<file path="src/rtl/ipbw_queue.sv">
// Small job queue between front and back ends.
// Register array with read and write pointers; no package dependency.
module ipbw_queue #(
    parameter int DATA_W = 64,
    parameter int DEPTH  = 4
) (
    input  logic              i_clk,
    input  logic              i_rst_n,
    input  logic              i_push,
    input  logic [DATA_W-1:0] i_push_data,
    output logic              o_push_ready,
    input  logic              i_pop,
    output logic              o_pop_valid,
    output logic [DATA_W-1:0] o_pop_data
);

    localparam int PTR_W = (DEPTH > 1) ? $clog2(DEPTH) : 1;
    localparam int CNT_W = $clog2(DEPTH + 1);

    logic [DATA_W-1:0] r_entry [DEPTH];
    logic [PTR_W-1:0]  r_wr_ptr, n_wr_ptr;
    logic [PTR_W-1:0]  r_rd_ptr, n_rd_ptr;
    logic [CNT_W-1:0]  r_count, n_count;
    logic              do_push;
    logic              do_pop;

    assign o_push_ready = (r_count != CNT_W'(DEPTH));
    assign o_pop_valid  = (r_count != '0);
    assign o_pop_data   = r_entry[r_rd_ptr];
    assign do_push      = i_push && o_push_ready;
    assign do_pop       = i_pop && o_pop_valid;

    // Pointer and fill count update
    always_comb begin
        n_wr_ptr = r_wr_ptr;
        n_rd_ptr = r_rd_ptr;
        if (do_push) begin
            n_wr_ptr = (r_wr_ptr == PTR_W'(DEPTH - 1)) ? '0 : r_wr_ptr + PTR_W'(1);
        end
        if (do_pop) begin
            n_rd_ptr = (r_rd_ptr == PTR_W'(DEPTH - 1)) ? '0 : r_rd_ptr + PTR_W'(1);
        end
        n_count = r_count + CNT_W'(do_push) - CNT_W'(do_pop);
    end

    always_ff @(posedge i_clk) begin
        if (!i_rst_n) begin
            r_wr_ptr <= '0;
            r_rd_ptr <= '0;
            r_count  <= '0;
        end else begin
            r_wr_ptr <= n_wr_ptr;
            r_rd_ptr <= n_rd_ptr;
            r_count  <= n_count;
        end
    end

    // Entry storage
    always_ff @(posedge i_clk) begin
        if (do_push) begin
            r_entry[r_wr_ptr] <= i_push_data;
        end
    end

endmodule

</file>
<file path="config.mk">
export PLATFORM = sky130hd
export DESIGN_NAME = ipbw_queue
export DESIGN_NICKNAME = d
export VERILOG_FILES = /design/src/rtl/ipbw_queue.sv
export SDC_FILE = /design/constraint.sdc
export NUM_CORES = 1
export LEC_CHECK = 0
export BUFFER_PORTS_ARGS = -buffer_cell sky130_fd_sc_hd__buf_2
export CAP_MARGIN = 5
export CORE_MARGIN = 4
export CORE_UTILIZATION = 31
export DETAILED_ROUTE_END_ITERATION = 10
export PLACE_DENSITY_LB_ADDON = 0.15
export SETUP_SLACK_MARGIN = 0.02
export SLEW_MARGIN = 15
export SYNTH_ARGS = -nofsm -noshare
export SYNTH_HDL_FRONTEND = slang
export SYNTH_SLANG_ARGS = --single-unit
</file>
<file path="constraint.sdc">
create_clock -name i_clk -period 3.7 [get_ports i_clk]
set_input_delay 0.74 -clock i_clk [delete_from_list [all_inputs] [get_ports i_clk]]
set_output_delay 0.74 -clock i_clk [all_outputs]
set_load 0.1 [all_outputs]
</file>
==> summary.md <==
| Metric | Value |
|---|---|
| Status | `finished, final reports clean` |
| Critical Path RT | `between 2000 and 3000 ps` |
| Reg area | `slightly below 8000 um^2` |
| # DRC | `0` |
| Core area | `between 30,000 and 40,000 um^2` |
| ANT nets after route | `0` |
| M2 GR Usage | `0.195` |
| Final slew viol count | `0` |
| Clock slew at the register clock pins of the worst setup and hold paths | `roughly 60 ps` |
| Vias in the first global route | `around 5,000` |
| Sw Share | `0.410` |
| Final layout net count | `just over 600` |
| Int Power | `0.00606 W` |
| Slew HR | `0.266` |
| Via Count | `between 4,000 and 5,000` |
| Synth cell types | `27` |
| Area growth syn-to-layout | `21.6%` |
| Worst path max stage delay | `just under 600 ps` |
| Synthesized net count | `roughly 460` |
| R2R Setup Slk | `between 1000 and 1500 ps` |
| Final setup margin | `approximately 660 ps` |
| M1 GR Usage | `0.147` |
| Sink Count | `~270` |
| Initial antenna violation count | `2` |
| Critical path arrival | `approximately 2300 ps` |
| TNS Setup | `0 ps` |
| Non-Filler Instances | `between 900 and 1,000` |
| Average size of a mapped cell | `around 25 um^2` |
| Worst-skew pair later-pin latency | `approximately 540 ps` |
| Tcrit/Tclk final | `0.822` |
| Compound-gate portion of the synthesized area | `0.00232` |
| Inst Count DP | `between 900 and 1,000` |
| Filler Cells Inserted | `2,863` |
| Post-CTS Hold Buffers | `0` |
| Ant diodes | `0` |
| Post-DP HPWL | `around 12,000 um` |
| First drt pass iteration count | `4` |
| Clock Path Buffers | `3` |
| Hold crit path type | `input port to flip-flop` |
| Routability cong. | `around 0.69` |
| WS Path Type | `flip-flop to primary output` |
| Yosys reg bits | `265` |
| Routed len/inst | `roughly 20 um` |
| Largest net degree at the start of global routing | `65` |
| Net Switching | `0.00421 W` |
| Total wire length | `between 15,000 and 20,000 um` |
| # IOs | `134` |
| Crit-path cells | `buf_4, mux4_2, buf_2` |
| CTS tree | `built` |
| Critical path capture point type | `primary output` |
| Maxcap violations | `0` |
| CTS resizes | `0` |
| Die X | `~180 um` |
| Post-Synth XOR/XNOR Area | `0.00181` |
| Largest family of logic cells by synthesized area | `multiplexers` |
| Reg power frac | `0.366` |
| Post-synthesis mux area share | `0.150` |
| Share of the yosys chip area belonging to registers | `0.811` |
| Maximum VDD drop | `0.374 mV` |
| Post-CTS setup buffers | `0` |
| Die area | `~34,000 um^2` |
| Row Count | `64` |
| PwrDens | `around 870 nW/um^2` |
| Gr busiest metal | `met2` |
| Critical-path maximum fanout | `19` |
| Initial Util | `0.315` |
| Mapped Cells | `386` |
| Pleak | `3.93 nW` |
| RSZ-0062 raised after global routing | `no` |
| Synth warnings | `0` |
| Hold Slack | `between 400 and 500 ps` |
| Num CTS Buffers | `29` |
| Root buf cell | `clkbuf_16` |
| Slowest cell on the critical path | `mux4_2` |
| Die height | `between 150 and 200 um` |
| GRT Total Usage | `0.114` |
| Synth Area in Simple Gates | `0.0119` |
| Post-Synth Adder-Cell Area | `0.0111` |
| Power share of the combinational group | `0.368` |
| Slew @ Worst Pin | `1100 ps` |
| Peak Freq | `roughly 0.33 GHz` |
| First-pass GRT wire length | `approximately 30,000 um` |
| I/O Buffers | `133` |
| Dpl ws | `between 1000 and 1500 ps` |
| Multi-input gate area | `~1700 um^2` |
| Tmin final | `~3000 ps` |
| Via density | `~4.6` |
| Clock Power Share | `0.266` |
| Setup violations, final | `0` |
| DR iter-0 viols | `~170` |
| Grt total ovfl | `0` |
| CP Launch Type | `flip-flop` |
| Clk_skew | `roughly 12 ps` |
| Cell Area, Synth | `roughly 9700 um^2` |
| Share of cells above drive strength 1 | `0.452` |
| Met3 Resource Use GR | `0.0291` |
| Final number of hold-violating endpoints | `0` |
| H-tree depth | `1` |
==> cells in the mapped netlist (all sizes together) <==
cell	number	share of area
and3	4	0.0030
o21ai	3	0.0015
dfxtp	9	0.019
buf	12	0.0080
nand2	5	0.0019
ha	7	0.0090
mux2i	1	0.0010
xnor2	2	0.0018
or3	1	0.00077
or3b	1	0.00090
clkbuf	4	0.0015
edfxtp	256	0.79
nand3	2	0.0010
nor2	2	0.00077
o31ai	1	0.00077
mux4	64	0.15
and2	3	0.0022
nand4	1	0.00065
nor2b	1	0.00065
inv	6	0.0023
fa	1	0.0021
==> flip-flops by register name, summed over array words and instances, names as in the netlist, named ones only <==
register / cells
r_wr_ptr: 2
r_entry: 256
r_count: 3
r_rd_ptr: 2
==> critical path, delay by kind of cell, from the launching register on <==
kind	cells	cell delay, ps
buf+inv	2	720
mux	1	590
flops	1	450
==> stage by stage <==
| stage | cell area (um^2) | total power (W) | utilization |
|---|---|---|---|
| floorplan | 9700 | 0.00700 | - |
| global placement | 10900 | 0.00763 | 0.354 |
| detailed placement | 10900 | 0.00767 | 0.354 |
| CTS | 11800 | 0.0104 | 0.384 |
| global route | 11800 | 0.0107 | 0.384 |
| finish | 11800 | 0.0103 | 0.384 |
==> path summary, 6_finish.rpt <==
| kind | from | endpoint | cells after the start |
|---|---|---|---|
| worst max-delay path | flip-flop | o_pop_data[41] | 3 |
| worst min register to register | r_wr_ptr[0] | r_wr_ptr[0] | 2 |
| worst min-delay path | i_push_data[26] | r_entry[3][26] | 1 |
| worst max register to register | r_count[1] | r_count[2] | 11 |
==> cell usage in the layout (no fill, tap or decap), types with 3 or more instances in the layout <==
master     synthesis  layout
inv_1              6       6
and3_4             0       4
clkbuf_1           4       3
nand2_1            5       5
clkinv_1           0       8
mux4_2            64      64
clkbuf_16          0      29
buf_2              2     133
dfxtp_1            9       7
clkinv_2           0       6
bufinv_16          0       3
ha_1               7       7
edfxtp_1         256     256
buf_4              6       7
==> cells by family after synthesis <==
family	count (synthesis)
DFF	265
and+or+nand+nor	20
adders and majority gates	8
buffers and inverters	22
AOI/OAI and AO/OA	4
muxes	65
xor gates and xnor gates	2
==> power groups by stage <==
stage | clock network (W) | logic [W] | registers (W)
final | 0.00273 | 0.00378 | 0.00375
after global routing | 0.00296 | 0.00394 | 0.00379
after floorplan | 0 | 0.00325 | 0.00375
after CTS | 0.00282 | 0.00386 | 0.00376
after detailed placement | 0 | 0.00385 | 0.00382
after global placement | 0 | 0.00383 | 0.00380
==> per-layer routing <==
layer  wire, um  vias up  share of wire
met5         26        -         0.0013
met4        336        4          0.017
met3       1060       30          0.054
met2       9790      105           0.50
met1       8340     2362           0.43
li1           -     1962              -
==> area by class of cell <==
cell class              count  area share
inverters                   6     0.00191
repair buffers            142      0.0643
multi-input cells          99       0.147
clock inverters            20      0.0149
flip-flops and latches    265       0.668
well taps                 396      0.0420
clock buffers              32      0.0625
No activity file was read; power rests on OpenSTA's default activity.
