## config.mk

```make
export PLATFORM = sky130hd
export DESIGN_NAME = ipbw_back
export DESIGN_NICKNAME = d
export VERILOG_FILES = /design/src/rtl/ipbw_pkg.sv /design/src/rtl/ipbw_back.sv
export SDC_FILE = /design/constraint.sdc
export NUM_CORES = 1
export LEC_CHECK = 0
export BUFFER_PORTS_ARGS = -buffer_cell sky130_fd_sc_hd__buf_4
export CAP_MARGIN = 10
export CORE_MARGIN = 4
export CORE_UTILIZATION = 45
export DETAILED_ROUTE_END_ITERATION = 10
export HOLD_SLACK_MARGIN = 0.08
export PLACE_DENSITY = 0.83
export SETUP_SLACK_MARGIN = 0.05
export SYNTH_ARGS = -nofsm -noshare
export SYNTH_HDL_FRONTEND = slang
export SYNTH_SLANG_ARGS = --single-unit
```

## constraint.sdc

```tcl
create_clock -name i_clk -period 3.5 [get_ports i_clk]
set_clock_uncertainty 0.05 [all_clocks]
set_input_delay 0.7 -clock i_clk [delete_from_list [all_inputs] [get_ports i_clk]]
set_output_delay 0.7 -clock i_clk [all_outputs]
set_load 0.1 [all_outputs]
```

## src/rtl/ipbw_pkg.sv

```systemverilog
// Shared types and constants of the indexed pixel banked writer.
// No dependencies; every other file of the block but ipbw_queue refers to this package.
package ipbw_pkg;

    // Operation codes of an input transaction
    localparam logic [1:0] OP_PIXEL   = 2'd0;
    localparam logic [1:0] OP_LOAD    = 2'd1;
    localparam logic [1:0] OP_RESTART = 2'd2;

    // Pixel modes
    localparam logic [1:0] MODE_INDEX  = 2'd0;
    localparam logic [1:0] MODE_RGB565 = 2'd1;
    localparam logic [1:0] MODE_BGR888 = 2'd2;

    // Configuration register indexes
    localparam int CFG_IDX_W = 3;
    localparam logic [CFG_IDX_W-1:0] CFG_PIXEL_MODE     = 3'd0;
    localparam logic [CFG_IDX_W-1:0] CFG_IMAGE_WIDTH    = 3'd1;
    localparam logic [CFG_IDX_W-1:0] CFG_IMAGE_HEIGHT   = 3'd2;
    localparam logic [CFG_IDX_W-1:0] CFG_SCANLINE_BYTES = 3'd3;
    localparam logic [CFG_IDX_W-1:0] CFG_APERTURE_SHIFT = 3'd4;
    localparam int CFG_DATA_W = 14;

    // Fixed field widths
    localparam int SIZE_W   = 13;
    localparam int SCAN_W   = 14;
    localparam int SHIFT_W  = 5;
    localparam int BANK_W   = 10;
    localparam int OFFSET_W = 22;

    // Aperture shift limits
    localparam logic [SHIFT_W-1:0] SHIFT_MIN = 5'd16;
    localparam logic [SHIFT_W-1:0] SHIFT_MAX = 5'd22;

    // Reset values of the configuration registers
    localparam logic [1:0]         RST_PIXEL_MODE     = MODE_INDEX;
    localparam logic [SIZE_W-1:0]  RST_IMAGE_WIDTH    = 13'd640;
    localparam logic [SIZE_W-1:0]  RST_IMAGE_HEIGHT   = 13'd480;
    localparam logic [SCAN_W-1:0]  RST_SCANLINE_BYTES = 14'd640;
    localparam logic [SHIFT_W-1:0] RST_APERTURE_SHIFT = 5'd16;

    typedef struct packed {
        logic [1:0] operation;
        logic [7:0] pixel_index;
        logic [7:0] entry_blue;
        logic [7:0] entry_green;
        logic [7:0] entry_red;
    } t_in;

    typedef struct packed {
        logic [BANK_W-1:0]   bank_number;
        logic [OFFSET_W-1:0] aperture_offset;
        logic [15:0]         write_data;
        logic [1:0]          byte_count;
        logic                bank_changed;
        logic                pixel_end;
        logic                frame_end;
    } t_out;

    typedef struct packed {
        logic [1:0]         pixel_mode;
        logic [SIZE_W-1:0]  image_width;
        logic [SIZE_W-1:0]  image_height;
        logic [SCAN_W-1:0]  scanline_bytes;
        logic [SHIFT_W-1:0] aperture_shift;
    } t_cfg;

    // Classified pixel job handed from front to back (address travels beside it)
    typedef struct packed {
        logic [1:0]  mode;
        logic [23:0] colour;       // red 23:16, green 15:8, blue 7:0
        logic [7:0]  pixel_index;
        logic        frame_last;
    } t_job;

    // Pack a palette colour as RGB565
    function automatic logic [15:0] to_rgb565(input logic [23:0] colour);
        return {colour[23:19], colour[15:10], colour[7:3]};
    endfunction

endpackage

```

## src/rtl/ipbw_back.sv

```systemverilog
// Back end: expands each queued pixel job into one or three frame-buffer
// writes with bank, offset and flags, into an output register. Uses ipbw_pkg.
module ipbw_back #(
    parameter int ADDRESS_BITS = 26
) (
    input  logic                          i_clk,
    input  logic                          i_rst_n,
    input  logic [ipbw_pkg::SHIFT_W-1:0]  i_aperture_shift,
    input  logic                          i_job_valid,
    input  ipbw_pkg::t_job                i_job,
    input  logic [ADDRESS_BITS-1:0]       i_job_addr,
    output logic                          o_job_pop,
    output logic                          o_out_valid,
    output ipbw_pkg::t_out                o_out_data,
    input  logic                          i_out_ready
);

    localparam int XW = (ADDRESS_BITS > ipbw_pkg::OFFSET_W) ? ADDRESS_BITS
                                                            : ipbw_pkg::OFFSET_W;

    logic [ipbw_pkg::SHIFT_W-1:0]  sh;
    logic [ipbw_pkg::OFFSET_W-1:0] off_mask;
    logic [ADDRESS_BITS-1:0]       beat_addr;
    logic [XW-1:0]                 addr_x;
    logic [XW-1:0]                 addr_sh;
    logic [ipbw_pkg::BANK_W-1:0]   bank;
    logic                          out_free;
    logic                          emit;
    logic                          last_beat;
    logic [15:0]                   wdata;
    ipbw_pkg::t_out                beat_out;

    logic [1:0]                    r_beat, n_beat;
    logic                          r_out_valid;
    ipbw_pkg::t_out                r_out;
    logic [ipbw_pkg::BANK_W-1:0]   r_cur_bank;

    // Output register frees when empty or being taken
    assign out_free  = !r_out_valid || i_out_ready;
    assign emit      = i_job_valid && out_free;
    assign last_beat = (i_job.mode == ipbw_pkg::MODE_BGR888) ? (r_beat == 2'd2) : 1'b1;
    assign o_job_pop = emit && last_beat;

    // Clamp the aperture shift
    always_comb begin
        sh = i_aperture_shift;
        if (i_aperture_shift < ipbw_pkg::SHIFT_MIN) begin
            sh = ipbw_pkg::SHIFT_MIN;
        end else if (i_aperture_shift > ipbw_pkg::SHIFT_MAX) begin
            sh = ipbw_pkg::SHIFT_MAX;
        end
    end

    // Bank and offset of this byte or word
    assign beat_addr = i_job_addr + ADDRESS_BITS'(r_beat);
    assign addr_x    = XW'(beat_addr);
    assign addr_sh   = addr_x >> sh;
    assign bank      = addr_sh[ipbw_pkg::BANK_W-1:0];
    assign off_mask  = {ipbw_pkg::OFFSET_W{1'b1}} >> (ipbw_pkg::SHIFT_MAX - sh);

    // Write data per mode and beat
    always_comb begin
        case (i_job.mode)
            ipbw_pkg::MODE_RGB565: wdata = ipbw_pkg::to_rgb565(i_job.colour);
            ipbw_pkg::MODE_BGR888: begin
                case (r_beat)
                    2'd0:    wdata = {8'd0, i_job.colour[7:0]};
                    2'd1:    wdata = {8'd0, i_job.colour[15:8]};
                    default: wdata = {8'd0, i_job.colour[23:16]};
                endcase
            end
            default:               wdata = {8'd0, i_job.pixel_index};
        endcase
    end

    always_comb begin
        beat_out.bank_number     = bank;
        beat_out.aperture_offset = addr_x[ipbw_pkg::OFFSET_W-1:0] & off_mask;
        beat_out.write_data      = wdata;
        beat_out.byte_count      = (i_job.mode == ipbw_pkg::MODE_RGB565) ? 2'd2 : 2'd1;
        beat_out.bank_changed    = (bank != r_cur_bank);
        beat_out.pixel_end       = last_beat;
        beat_out.frame_end       = last_beat && i_job.frame_last;
    end

    // Beat counter within a pixel
    always_comb begin
        n_beat = r_beat;
        if (emit) begin
            n_beat = last_beat ? 2'd0 : r_beat + 2'd1;
        end
    end

    always_ff @(posedge i_clk) begin
        if (!i_rst_n) begin
            r_beat      <= 2'd0;
            r_out_valid <= 1'b0;
            r_cur_bank  <= '0;
        end else begin
            r_beat <= n_beat;
            if (out_free) begin
                r_out_valid <= emit;
            end
            if (emit) begin
                r_cur_bank <= bank;
            end
        end
    end

    // Output payload
    always_ff @(posedge i_clk) begin
        if (emit) begin
            r_out <= beat_out;
        end
    end

    assign o_out_valid = r_out_valid;
    assign o_out_data  = r_out;

endmodule

```

==> results of run 1 <==
-- flip-flops by register name (all words and copies together), names as in the netlist --
signal / count
o_out_data: 53
r_cur_bank: 10
r_beat: 2
o_out_valid: 1
-- critical path: cells and delay by family --
family                     cells  cell delay, ps
buffers and inverters          2             140
adders and majority gates      2             490
AOI/OAI and AO/OA              2             480
muxes                          1             150
and+or+nand+nor                6            1490
-- routing by layer --
metal,routed length [µm],global-route usage (%),up-vias
met2,6670,39.8,217
met3,1060,5.16,30
met1,5540,30.5,2094
met5,0,0,-
met4,357,8.75,0
li1,-,-,2125
-- placed cells by master, fill, tap and decap left out, types with 3 or more instances in the layout --
cell,n
o211a_1,3
nor2b_1,4
a21boi_0,5
a22oi_1,8
and2_1,11
clkbuf_8,10
a21o_1,3
buf_4,169
a221oi_1,8
a211oi_1,4
and4_1,6
nor3_1,17
nor4_1,6
nand3_1,19
nand4_1,20
nor2_1,47
a21oi_1,25
xor2_1,13
nand2b_1,3
and3_1,5
clkbuf_1,3
o31ai_1,4
mux2i_1,8
edfxtp_1,53
dfxtp_1,13
o21ai_1,4
xnor2_1,16
o21ai_0,8
ha_1,10
inv_1,26
or3_1,4
a31oi_1,3
nand2_1,59
-- area by class of cell --
class	instances	area (µm²)	share of cell area [%]
clock inverter	3	38.8	0.647
tap	133	166	2.77
clock buffer	13	149	2.48
multi-input combinational	369	2400	40.0
timing repair buffer	170	1290	21.5
sequential	66	1850	30.9
inverter	28	105	1.75
-- cell families (layout without fill, tap and decap cells) --
kind of cell	after synthesis	count (layout)	share of synthesized area, %
buf+inv	56	214	5.49
flops	66	66	41.5
compound gates	103	103	17.0
xor+xnor	29	29	5.69
simple gates	215	215	24.4
mux	10	10	2.38
fa+ha+maj	12	12	3.53
-- synth_stat cells (4+ instances only) --
library cell	count	area (µm²)
a221oi_1	8	70.1
clkbuf_1	13	48.8
nand2_1	59	221
o21ai_1	5	25.0
or3_1	4	25.0
nor2b_1	4	25.0
a21boi_0	5	37.5
nor4_1	6	37.5
a211oi_1	4	30.0
xnor2_1	16	140
nand4_1	20	125
nand3_1	19	95.1
o31ai_1	4	30.0
ha_1	11	138
inv_1	28	105
and2_1	11	68.8
nor3_1	18	90.1
buf_4	5	37.5
and3_1	5	31.3
buf_2	7	35.0
xor2_1	13	114
edfxtp_1	53	1590
nor2_1	47	176
mux2i_1	8	80.1
and4_1	6	52.6
a22oi_1	8	60.1
a21oi_1	25	125
o21ai_0	8	40.0
dfxtp_1	13	260
-- how the worst min path moves through the flow --
stage,endpoint,slack (ps),depth (start not counted)
final,r_cur_bank[2]$_SDFFE_PN0P_,440,2
after floorplan,r_cur_bank[2]$_SDFFE_PN0P_,410,2
after global placement,r_cur_bank[2]$_SDFFE_PN0P_,410,2
after detailed placement,r_cur_bank[2]$_SDFFE_PN0P_,430,2
after CTS,r_cur_bank[2]$_SDFFE_PN0P_,440,2
after global routing,r_cur_bank[2]$_SDFFE_PN0P_,470,2
-- what timing repair did --
item                                    CTS  global route
resized for setup                         0             3
buffers inserted                          0             3
endpoints found under the setup margin    0             1
endpoints found under the hold margin     0             0
-- per-stage QoR --
step | hold WS (ps) | TNS (ps)
2_1_floorplan | 405 | 0
3_3_place_gp | 415 | -191
3_5_place_dp | 432 | -346
4_1_cts | 442 | 0
5_1_grt | 466 | 0
6_report | 441 | 0
-- report_power, final --
part           total [mW]  internal [mW]  switching (mW)
sequential          0.936          0.914          0.0219
combinational       0.811          0.239           0.572
clock               0.621          0.346           0.275
total                2.37           1.50           0.869
==> impl_metrics.env, run 1 <==
export IMPL_status="complete, no violations"
export IMPL_reg2reg_to="o_out_data[2]$_DFFE_PP_"
export IMPL_rsz0062_at_grt="yes"
export IMPL_die_height_um=108
export IMPL_p_leak_nw=2.51
export IMPL_setup_worst_path_end="o_out_data[2]$_DFFE_PP_"
export IMPL_drive_gt1_share_pct=31.3
export IMPL_syn_nets=573
export IMPL_drc=0
export IMPL_holdCritPathClass="flip-flop to flip-flop"
export IMPL_io_pins=125
export IMPL_crit_slowest_cell="or4_4"
export IMPL_overflow=0
export IMPL_layout_min_cycle_time_ps=3410
export IMPL_cpPeakStageDelay_ps=440
export IMPL_crit_type="primary input to flip-flop"
export IMPL_start_util_pct=45.9
export IMPL_power_density_mw_per_mm2=395
export IMPL_cts_max_level=3
export IMPL_end_kind="flip-flop"
export IMPL_synth_ff_type="edfxtp_1"
export IMPL_fin_crit_sh_pct=97.5
export IMPL_r2r_slack_ps=140
export IMPL_routed_via_density=5.71
export IMPL_yosysWarnings=0
export IMPL_avgSynthCellArea_um2=9.09
export IMPL_drt_iter0_markers=322
export IMPL_path_clk_slew_ps=70
export IMPL_cp_max_fo=4
export IMPL_dr_pass1_iters=5
export IMPL_syn2layout_area_growth_pct=34.4
export IMPL_antenna_found_initial=0
export IMPL_rows=36
export IMPL_final_util_pct=61.7
export IMPL_core_area_mm2=0.00973
export IMPL_worstMarginPinSlew_ps=578
export IMPL_startpoint_type="primary input"
export IMPL_synth_edff_count=53
export IMPL_power_mw=2.37
export IMPL_globalplace_congestion=0.905
export IMPL_drv_slew=0
export IMPL_place_ws_ps=-257
export IMPL_async_reset_ff_share_pct=0
export IMPL_ys_ff_latch=66
export IMPL_maxSlewHeadroom_pct=61.3
export IMPL_hold_violations=0
export IMPL_grt_max_degree=25
export IMPL_hp_start="r_cur_bank[2]$_SDFFE_PN0P_"
export IMPL_wl_per_cell_um=17.4
export IMPL_io_buffers=124
export IMPL_tritoncts="yes"
export IMPL_required_ps=3540
export IMPL_n_antenna_cell=0
export IMPL_n_fill_cell=839
export IMPL_setup_ws_ps=89.1
export IMPL_netlist_area_mm2=0.00446
export IMPL_grt_pass1_vias=4407
export IMPL_fin_cells=782
export IMPL_fmax_mhz=293
export IMPL_clock_sinks=66
export IMPL_crit_chain="buf_4, ha_4, inv_2, fa_2, and4b_2, nand4_1, o311a_1, or4_4, mux2i_1, nor3_2, or2b_1, a31oi_1, nand4_1"
export IMPL_ir_drop_v=0.000219
export IMPL_setup_violations=0
export IMPL_ant_nets=0
export IMPL_r2r_cells=12
export IMPL_r2r_start="r_beat[0]$_SDFFE_PN0P_"
export IMPL_fin_area_mm2=0.00600
export IMPL_die_area_mm2=0.0116
export IMPL_crit_start="i_job_addr[0]"
export IMPL_grtUsageTotal_pct=23.9
export IMPL_cts_buffers=9
export IMPL_crit_arrival_ps=3450
export IMPL_dpl_cell_area_mm2=0.00578
export IMPL_synthCells=491
export IMPL_fp_dieW_um=108
export IMPL_root_buffer="clkbuf_8"
export IMPL_ys_types=68
export IMPL_dp_hpwl_um=10600
export IMPL_cts_hold_buf=0
export IMPL_num_vias=4466
export IMPL_final_nets=726
export IMPL_grt_pass1_wl_um=21800
export IMPL_place_inst=763
export IMPL_routed_wirelength_um=13600
export IMPL_crit_top_cell="nand4_1"
export IMPL_clock_latency_ps=340
export IMPL_drv_cap=0
export IMPL_ys_seq_area_share_pct=41.5
export IMPL_clockBufferDepth=2
(Power assumes the default switching activity.)
==> run 2: changes to the inputs <==
==> constraint.sdc (replaced) <==
create_clock -name i_clk -period 3 [get_ports i_clk]
set_clock_uncertainty 0.05 [all_clocks]
set_input_delay 0.6 -clock i_clk [delete_from_list [all_inputs] [get_ports i_clk]]
set_output_delay 0.6 -clock i_clk [all_outputs]
set_load 0.1 [all_outputs]
==> run 2 against run 1 <==
  * The flow now finishes with violations (negative setup slack)
  * Critical path depth down 1
  * Combinational power grew 25%
  * Sequential share of layout area decreased by 2.4 points
  * Total power grew 24%
  * Highest routed layer unchanged
  * Design area increased by 8.6%
  * Cell count rose by 6.5%
  * Via count up 6.9%
  * Hold slack got worse by 17 ps
  * Wire length up 8.5%
  * Non-clock buffer count is 51 higher
==> impl_metrics.env, run 2 (synthesis results as in run 1) <==
export IMPL_hold_path_cell_count=2
export IMPL_swShare_pct=36.9
export IMPL_path_clk_slew_ps=80
export IMPL_end_kind="flip-flop"
export IMPL_grt_pass1_wl_um=22500
export IMPL_status="finished with violations"
export IMPL_crit_arrival_ps=3270
export IMPL_n_fill_cell=765
export IMPL_fp_dieW_um=108
export IMPL_overflow=0
export IMPL_r2r_start="r_beat[0]$_SDFFE_PN0P_"
export IMPL_power_mw=2.94
export IMPL_fmax_mhz=310
export IMPL_fin_crit_sh_pct=108
export IMPL_failed_checks="negative setup slack"
export IMPL_drive_gt1_share_pct=39.3
export IMPL_root_buffer="clkbuf_8"
export IMPL_setup_violations=2
export IMPL_crit_top_cell="nand4_1"
export IMPL_critPathBufInv=1
export IMPL_fin_cells=833
export IMPL_required_ps=3040
export IMPL_place_inst=810
export IMPL_layout_min_cycle_time_ps=3230
export IMPL_grt_max_degree=35
export IMPL_cts_max_level=3
export IMPL_holdCritPathClass="flip-flop to flip-flop"
export IMPL_drv_cap=0
export IMPL_startpoint_type="flip-flop"
export IMPL_worstMarginPinSlew_ps=542
export IMPL_p_switching_mw=1.09
export IMPL_die_area_mm2=0.0116
export IMPL_internal_power_mw=1.86
export IMPL_clock_sinks=66
export IMPL_grt_pass1_vias=4609
export IMPL_wl_per_cell_um=17.7
export IMPL_setup_ws_ps=-231
export IMPL_grtUsageTotal_pct=24.7
export IMPL_power_density_mw_per_mm2=451
export IMPL_antenna_found_initial=0
export IMPL_io_pins=125
export IMPL_largest_reg_flops=53
export IMPL_reg2reg_to="o_out_data[2]$_DFFE_PP_"
export IMPL_num_vias=4776
export IMPL_rsz0062_at_grt="yes"
export IMPL_cts_hold_buf=0
export IMPL_drt_iter0_markers=383
export IMPL_place_ws_ps=-651
export IMPL_drc=0
export IMPL_crit_type="flip-flop to flip-flop"
export IMPL_ir_drop_v=0.000317
export IMPL_start_util_pct=45.9
export IMPL_cp_max_fo=4
export IMPL_cpPeakStageDelay_ps=440
export IMPL_p_comb_share_pct=34.2
export IMPL_io_buffers=124
export IMPL_dr_pass1_iters=5
export IMPL_finalSetupTns_ps=-239
export IMPL_layout_common_cells="buf_4 (219), nand2_1 (59), edfxtp_1 (53)"
export IMPL_seq_power_share_pct=37.2
export IMPL_n_antenna_cell=0
export IMPL_pwr_share_clk_pct=28.6
export IMPL_clock_latency_ps=340
export IMPL_crit_chain="ha_4, inv_2, fa_2, and4b_2, nand4_1, o311a_1, or4_4, mux2i_1, nor3_2, or2b_1, a31oi_1, nand4_1"
export IMPL_core_area_mm2=0.00973
export IMPL_r2r_slack_ps=-230
export IMPL_final_util_pct=67.0
export IMPL_r2r_cells=12
export IMPL_dp_hpwl_um=11000
export IMPL_ant_nets=0
export IMPL_clockBufferDepth=2
export IMPL_min_to="r_cur_bank[2]$_SDFFE_PN0P_"
export IMPL_final_nets=777
export IMPL_tritoncts="yes"
export IMPL_hold_violations=0
export IMPL_cp_top_family="simple AND/OR/NAND/NOR gates"
export IMPL_p_leak_nw=2.78
export IMPL_routed_via_density=5.73
export IMPL_maxSlewHeadroom_pct=63.8
export IMPL_rows=36
export IMPL_drv_slew=0
export IMPL_layout_cells_most_common="buf_4"
export IMPL_globalplace_congestion=0.894
export IMPL_crit_slowest_cell="or4_4"
export IMPL_syn2layout_area_growth_pct=46.0
export IMPL_hp_start="r_cur_bank[2]$_SDFFE_PN0P_"
export IMPL_cts_buffers=9
export IMPL_die_height_um=108
export IMPL_routed_wirelength_um=14800
-- run 2: area by class of cell --
cell class | count | area [µm²] | share of cell area, %
Sequential cell | 66 | 1850 | 28.4
Tap cell | 133 | 166 | 2.55
Multi-Input combinational cell | 369 | 2500 | 38.3
Clock inverter | 6 | 90.1 | 1.38
Clock buffer | 10 | 128 | 1.96
Inverter | 28 | 105 | 1.61
Timing Repair Buffer | 221 | 1680 | 25.7
-- run 2: repair_timing --
item | 4_1_cts | 5_1_grt
endpoints found under the setup margin | 9 | 11
buffers inserted | 4 | 3
pin swaps | 3 | 6
cloned | 0 | 0
hold endpoints to repair | 0 | 0
gates resized for setup | 11 | 15
-- run 2: worst max path at each step --
stage | to | cells past startpoint | from | slack [ps]
floorplan | o_out_data[2]$_DFFE_PP_ | 12 | i_job_addr[0] | -390
global placement | o_out_data[2]$_DFFE_PP_ | 13 | i_job_addr[0] | -590
detailed placement | o_out_data[2]$_DFFE_PP_ | 13 | i_job_addr[0] | -650
CTS | o_out_data[2]$_DFFE_PP_ | 12 | r_beat[0]$_SDFFE_PN0P_ | -180
global route | o_out_data[2]$_DFFE_PP_ | 14 | r_beat[0]$_SDFFE_PN0P_ | -390
finish | o_out_data[2]$_DFFE_PP_ | 12 | r_beat[0]$_SDFFE_PN0P_ | -230
-- run 2: worst register-to-register path, cell delays in order (launching register included) --
cell	delay, ps
dfxtp_2	360
ha_4	140
inv_2	30
fa_2	370
and4b_2	350
nand4_1	120
o311a_1	320
or4_4	440
mux2i_1	150
nor3_2	170
or2b_1	240
a31oi_1	130
nand4_1	100
-- run 2: metrics by stage --
stage,hold slack (ps),instance area (µm²)
2_1_floorplan,405,4490
3_3_place_gp,415,6130
3_5_place_dp,425,6130
4_1_cts,436,6420
5_1_grt,457,6520
6_report,425,6520
-- run 2: power by group through the flow --
stage	registers (mW)	clock network [mW]	logic, mW
2_1_floorplan	1.49	0	0.278
3_3_place_gp	1.11	0	0.961
3_5_place_dp	1.11	0	0.976
4_1_cts	1.09	0.845	0.991
5_1_grt	1.10	0.888	1.06
6_report	1.09	0.840	1.01
-- run 2: per-layer routing --
metal	GRT usage [%]	share of wire (%)	wire, µm
met2	42.9	50	7370
met5	0	0	0
met1	29.0	39	5770
met3	5.52	8.0	1180
met4	10.9	3.2	473
==> run 3: changes to the inputs <==
--- a/config.mk
+++ b/config.mk
@@ -16,3 +16,4 @@
 export SYNTH_ARGS = -nofsm -noshare
 export SYNTH_HDL_FRONTEND = slang
 export SYNTH_SLANG_ARGS = --single-unit
+export TNS_END_PERCENT = 30
==> run 3 against run 2 <==
  * The run still ends with negative setup slack left
  * Critical endpoint unchanged
  * Total power decreased by 4.0%
  * Non-clock buffer count unchanged
  * Cell count unchanged
  * Critical path depth unchanged
  * Sequential cell count unchanged
  * Combinational power about the same
  * Maximum frequency decreased by 1.9%
  * Sequential power about the same
==> impl_metrics.env, run 3 (synthesis results as in run 1) <==
export IMPL_maxSlewHeadroom_pct=59.4
export IMPL_fp_dieW_um=108
export IMPL_power_density_mw_per_mm2=433
export IMPL_finalSetupTns_ps=-374
export IMPL_rows=36
export IMPL_crit_start="r_beat[0]$_SDFFE_PN0P_"
export IMPL_ir_drop_v=0.000237
export IMPL_crit_arrival_ps=3330
export IMPL_drv_slew=0
export IMPL_crit_type="flip-flop to flip-flop"
export IMPL_fin_crit_sh_pct=110
export IMPL_cts_hold_buf=0
export IMPL_startpoint_type="flip-flop"
export IMPL_start_util_pct=45.9
export IMPL_routed_wirelength_um=14700
export IMPL_holdCritPathClass="flip-flop to flip-flop"
export IMPL_grtUsageTotal_pct=24.5
export IMPL_clock_latency_ps=350
export IMPL_hp_start="r_cur_bank[2]$_SDFFE_PN0P_"
export IMPL_r2r_start="r_beat[0]$_SDFFE_PN0P_"
export IMPL_crit_slowest_cell="or4_4"
export IMPL_cp_max_fo=4
export IMPL_core_area_mm2=0.00973
export IMPL_drt_iter0_markers=361
export IMPL_end_kind="flip-flop"
export IMPL_n_antenna_cell=0
export IMPL_fmax_mhz=304
export IMPL_setup_ws_ps=-294
export IMPL_clock_sinks=66
export IMPL_die_area_mm2=0.0116
export IMPL_final_nets=777
export IMPL_num_vias=4709
export IMPL_multi_input_area_mm2=0.00254
export IMPL_drv_cap=0
export IMPL_layout_common_cells="buf_4 (218), nand2_1 (58), edfxtp_1 (53)"
export IMPL_setup_violations=5
export IMPL_wl_per_cell_um=17.7
export IMPL_tritoncts="yes"
export IMPL_crit_chain="ha_4, inv_2, fa_2, and4b_2, nand4_1, o311a_1, or4_4, mux2i_1, nor3_2, or2b_1, a31oi_1, nand4_1"
export IMPL_grt_max_degree=25
export IMPL_cpPeakStageDelay_ps=440
export IMPL_overflow=0
export IMPL_critPathBufInv=1
export IMPL_ant_nets=0
export IMPL_drc=0
export IMPL_largest_reg_flops=53
export IMPL_path_clk_slew_ps=70
export IMPL_drive_gt1_share_pct=39.6
export IMPL_grt_pass1_vias=4525
export IMPL_clockBufferDepth=2
export IMPL_dp_hpwl_um=11200
export IMPL_hold_violations=0
export IMPL_status="finished with violations"
export IMPL_p_leak_nw=2.77
export IMPL_cp_top_family="simple AND/OR/NAND/NOR gates"
export IMPL_dpl_cell_area_mm2=0.00612
export IMPL_routed_via_density=5.65
export IMPL_die_height_um=108
export IMPL_cts_buffers=9
export IMPL_fin_area_mm2=0.00652
export IMPL_crit_top_cell="nand4_1"
export IMPL_io_buffers=124
export IMPL_regArea_mm2=0.00186
export IMPL_syn2layout_area_growth_pct=46.1
export IMPL_globalplace_congestion=0.867
export IMPL_root_buffer="clkbuf_8"
export IMPL_required_ps=3040
export IMPL_io_pins=125
export IMPL_dr_pass1_iters=5
export IMPL_worstMarginPinSlew_ps=607
export IMPL_n_fill_cell=782
export IMPL_antenna_found_initial=0
export IMPL_layout_min_cycle_time_ps=3290
export IMPL_failed_checks="negative setup slack"
export IMPL_place_ws_ps=-666
export IMPL_grt_pass1_wl_um=22300
export IMPL_cts_max_level=3
export IMPL_layout_cells_most_common="buf_4"
export IMPL_rsz0062_at_grt="yes"
[run 3: timing repair]
item | CTS | global route
setup endpoints to repair | 11 | 12
pin swaps | 3 | 13
setup buffers | 1 | 9
resized for setup | 10 | 25
[run 3: final timing paths]
path / to / slack (ps) / cells after the start
setup / recovery: o_out_data[2]$_DFFE_PP_ / -290 / 12
hold / removal: r_cur_bank[2]$_SDFFE_PN0P_ / 430 / 2
setup reg to reg: o_out_data[2]$_DFFE_PP_ / -290 / 12
hold reg to reg: r_cur_bank[2]$_SDFFE_PN0P_ / 430 / 2
[run 3: worst min-delay path: cells and delay by family, from the launching register on]
kind             cells  cell delay (ps)
AO/OA/AOI/OAI        1               50
flip-flops           1              330
AND/OR/NAND/NOR      1               60
[run 3: area by class of cell]
| class | count | share of cell area (%) |
|---|---|---|
| Tap cell | 133 | 2.55 |
| Multi-Input combinational cell | 369 | 39.0 |
| Timing Repair Buffer | 221 | 25.6 |
| Clock inverter | 6 | 0.882 |
| Inverter | 28 | 1.61 |
| Clock buffer | 10 | 1.96 |
| Sequential cell | 66 | 28.4 |
[run 3: where the power goes]
group	switching, mW	internal [mW]	total [mW]
logic	0.689	0.323	1.01
registers	0.0283	1.07	1.09
clock network	0.342	0.377	0.719
[run 3: stage by stage]
step / hold slack [ps] / power [mW] / utilization, % / cells
6_report: 431 / 2.82 / 67.1 / 833
4_1_cts: 442 / 2.81 / 65.4 / 828
2_1_floorplan: 405 / 1.77 / - / 491
3_3_place_gp: 419 / 2.07 / 63.0 / 811
5_1_grt: 463 / 2.93 / 67.1 / 833
3_5_place_dp: 433 / 2.09 / 63.0 / 811
[run 3: per-layer routing]
metal,GRT usage [%],wire length [µm],vias to the layer above
li1,-,-,2224
met3,5.52,1160,32
met1,29.5,5750,2218
met5,0,0,-
met2,42.7,7480,235
met4,8.93,327,0
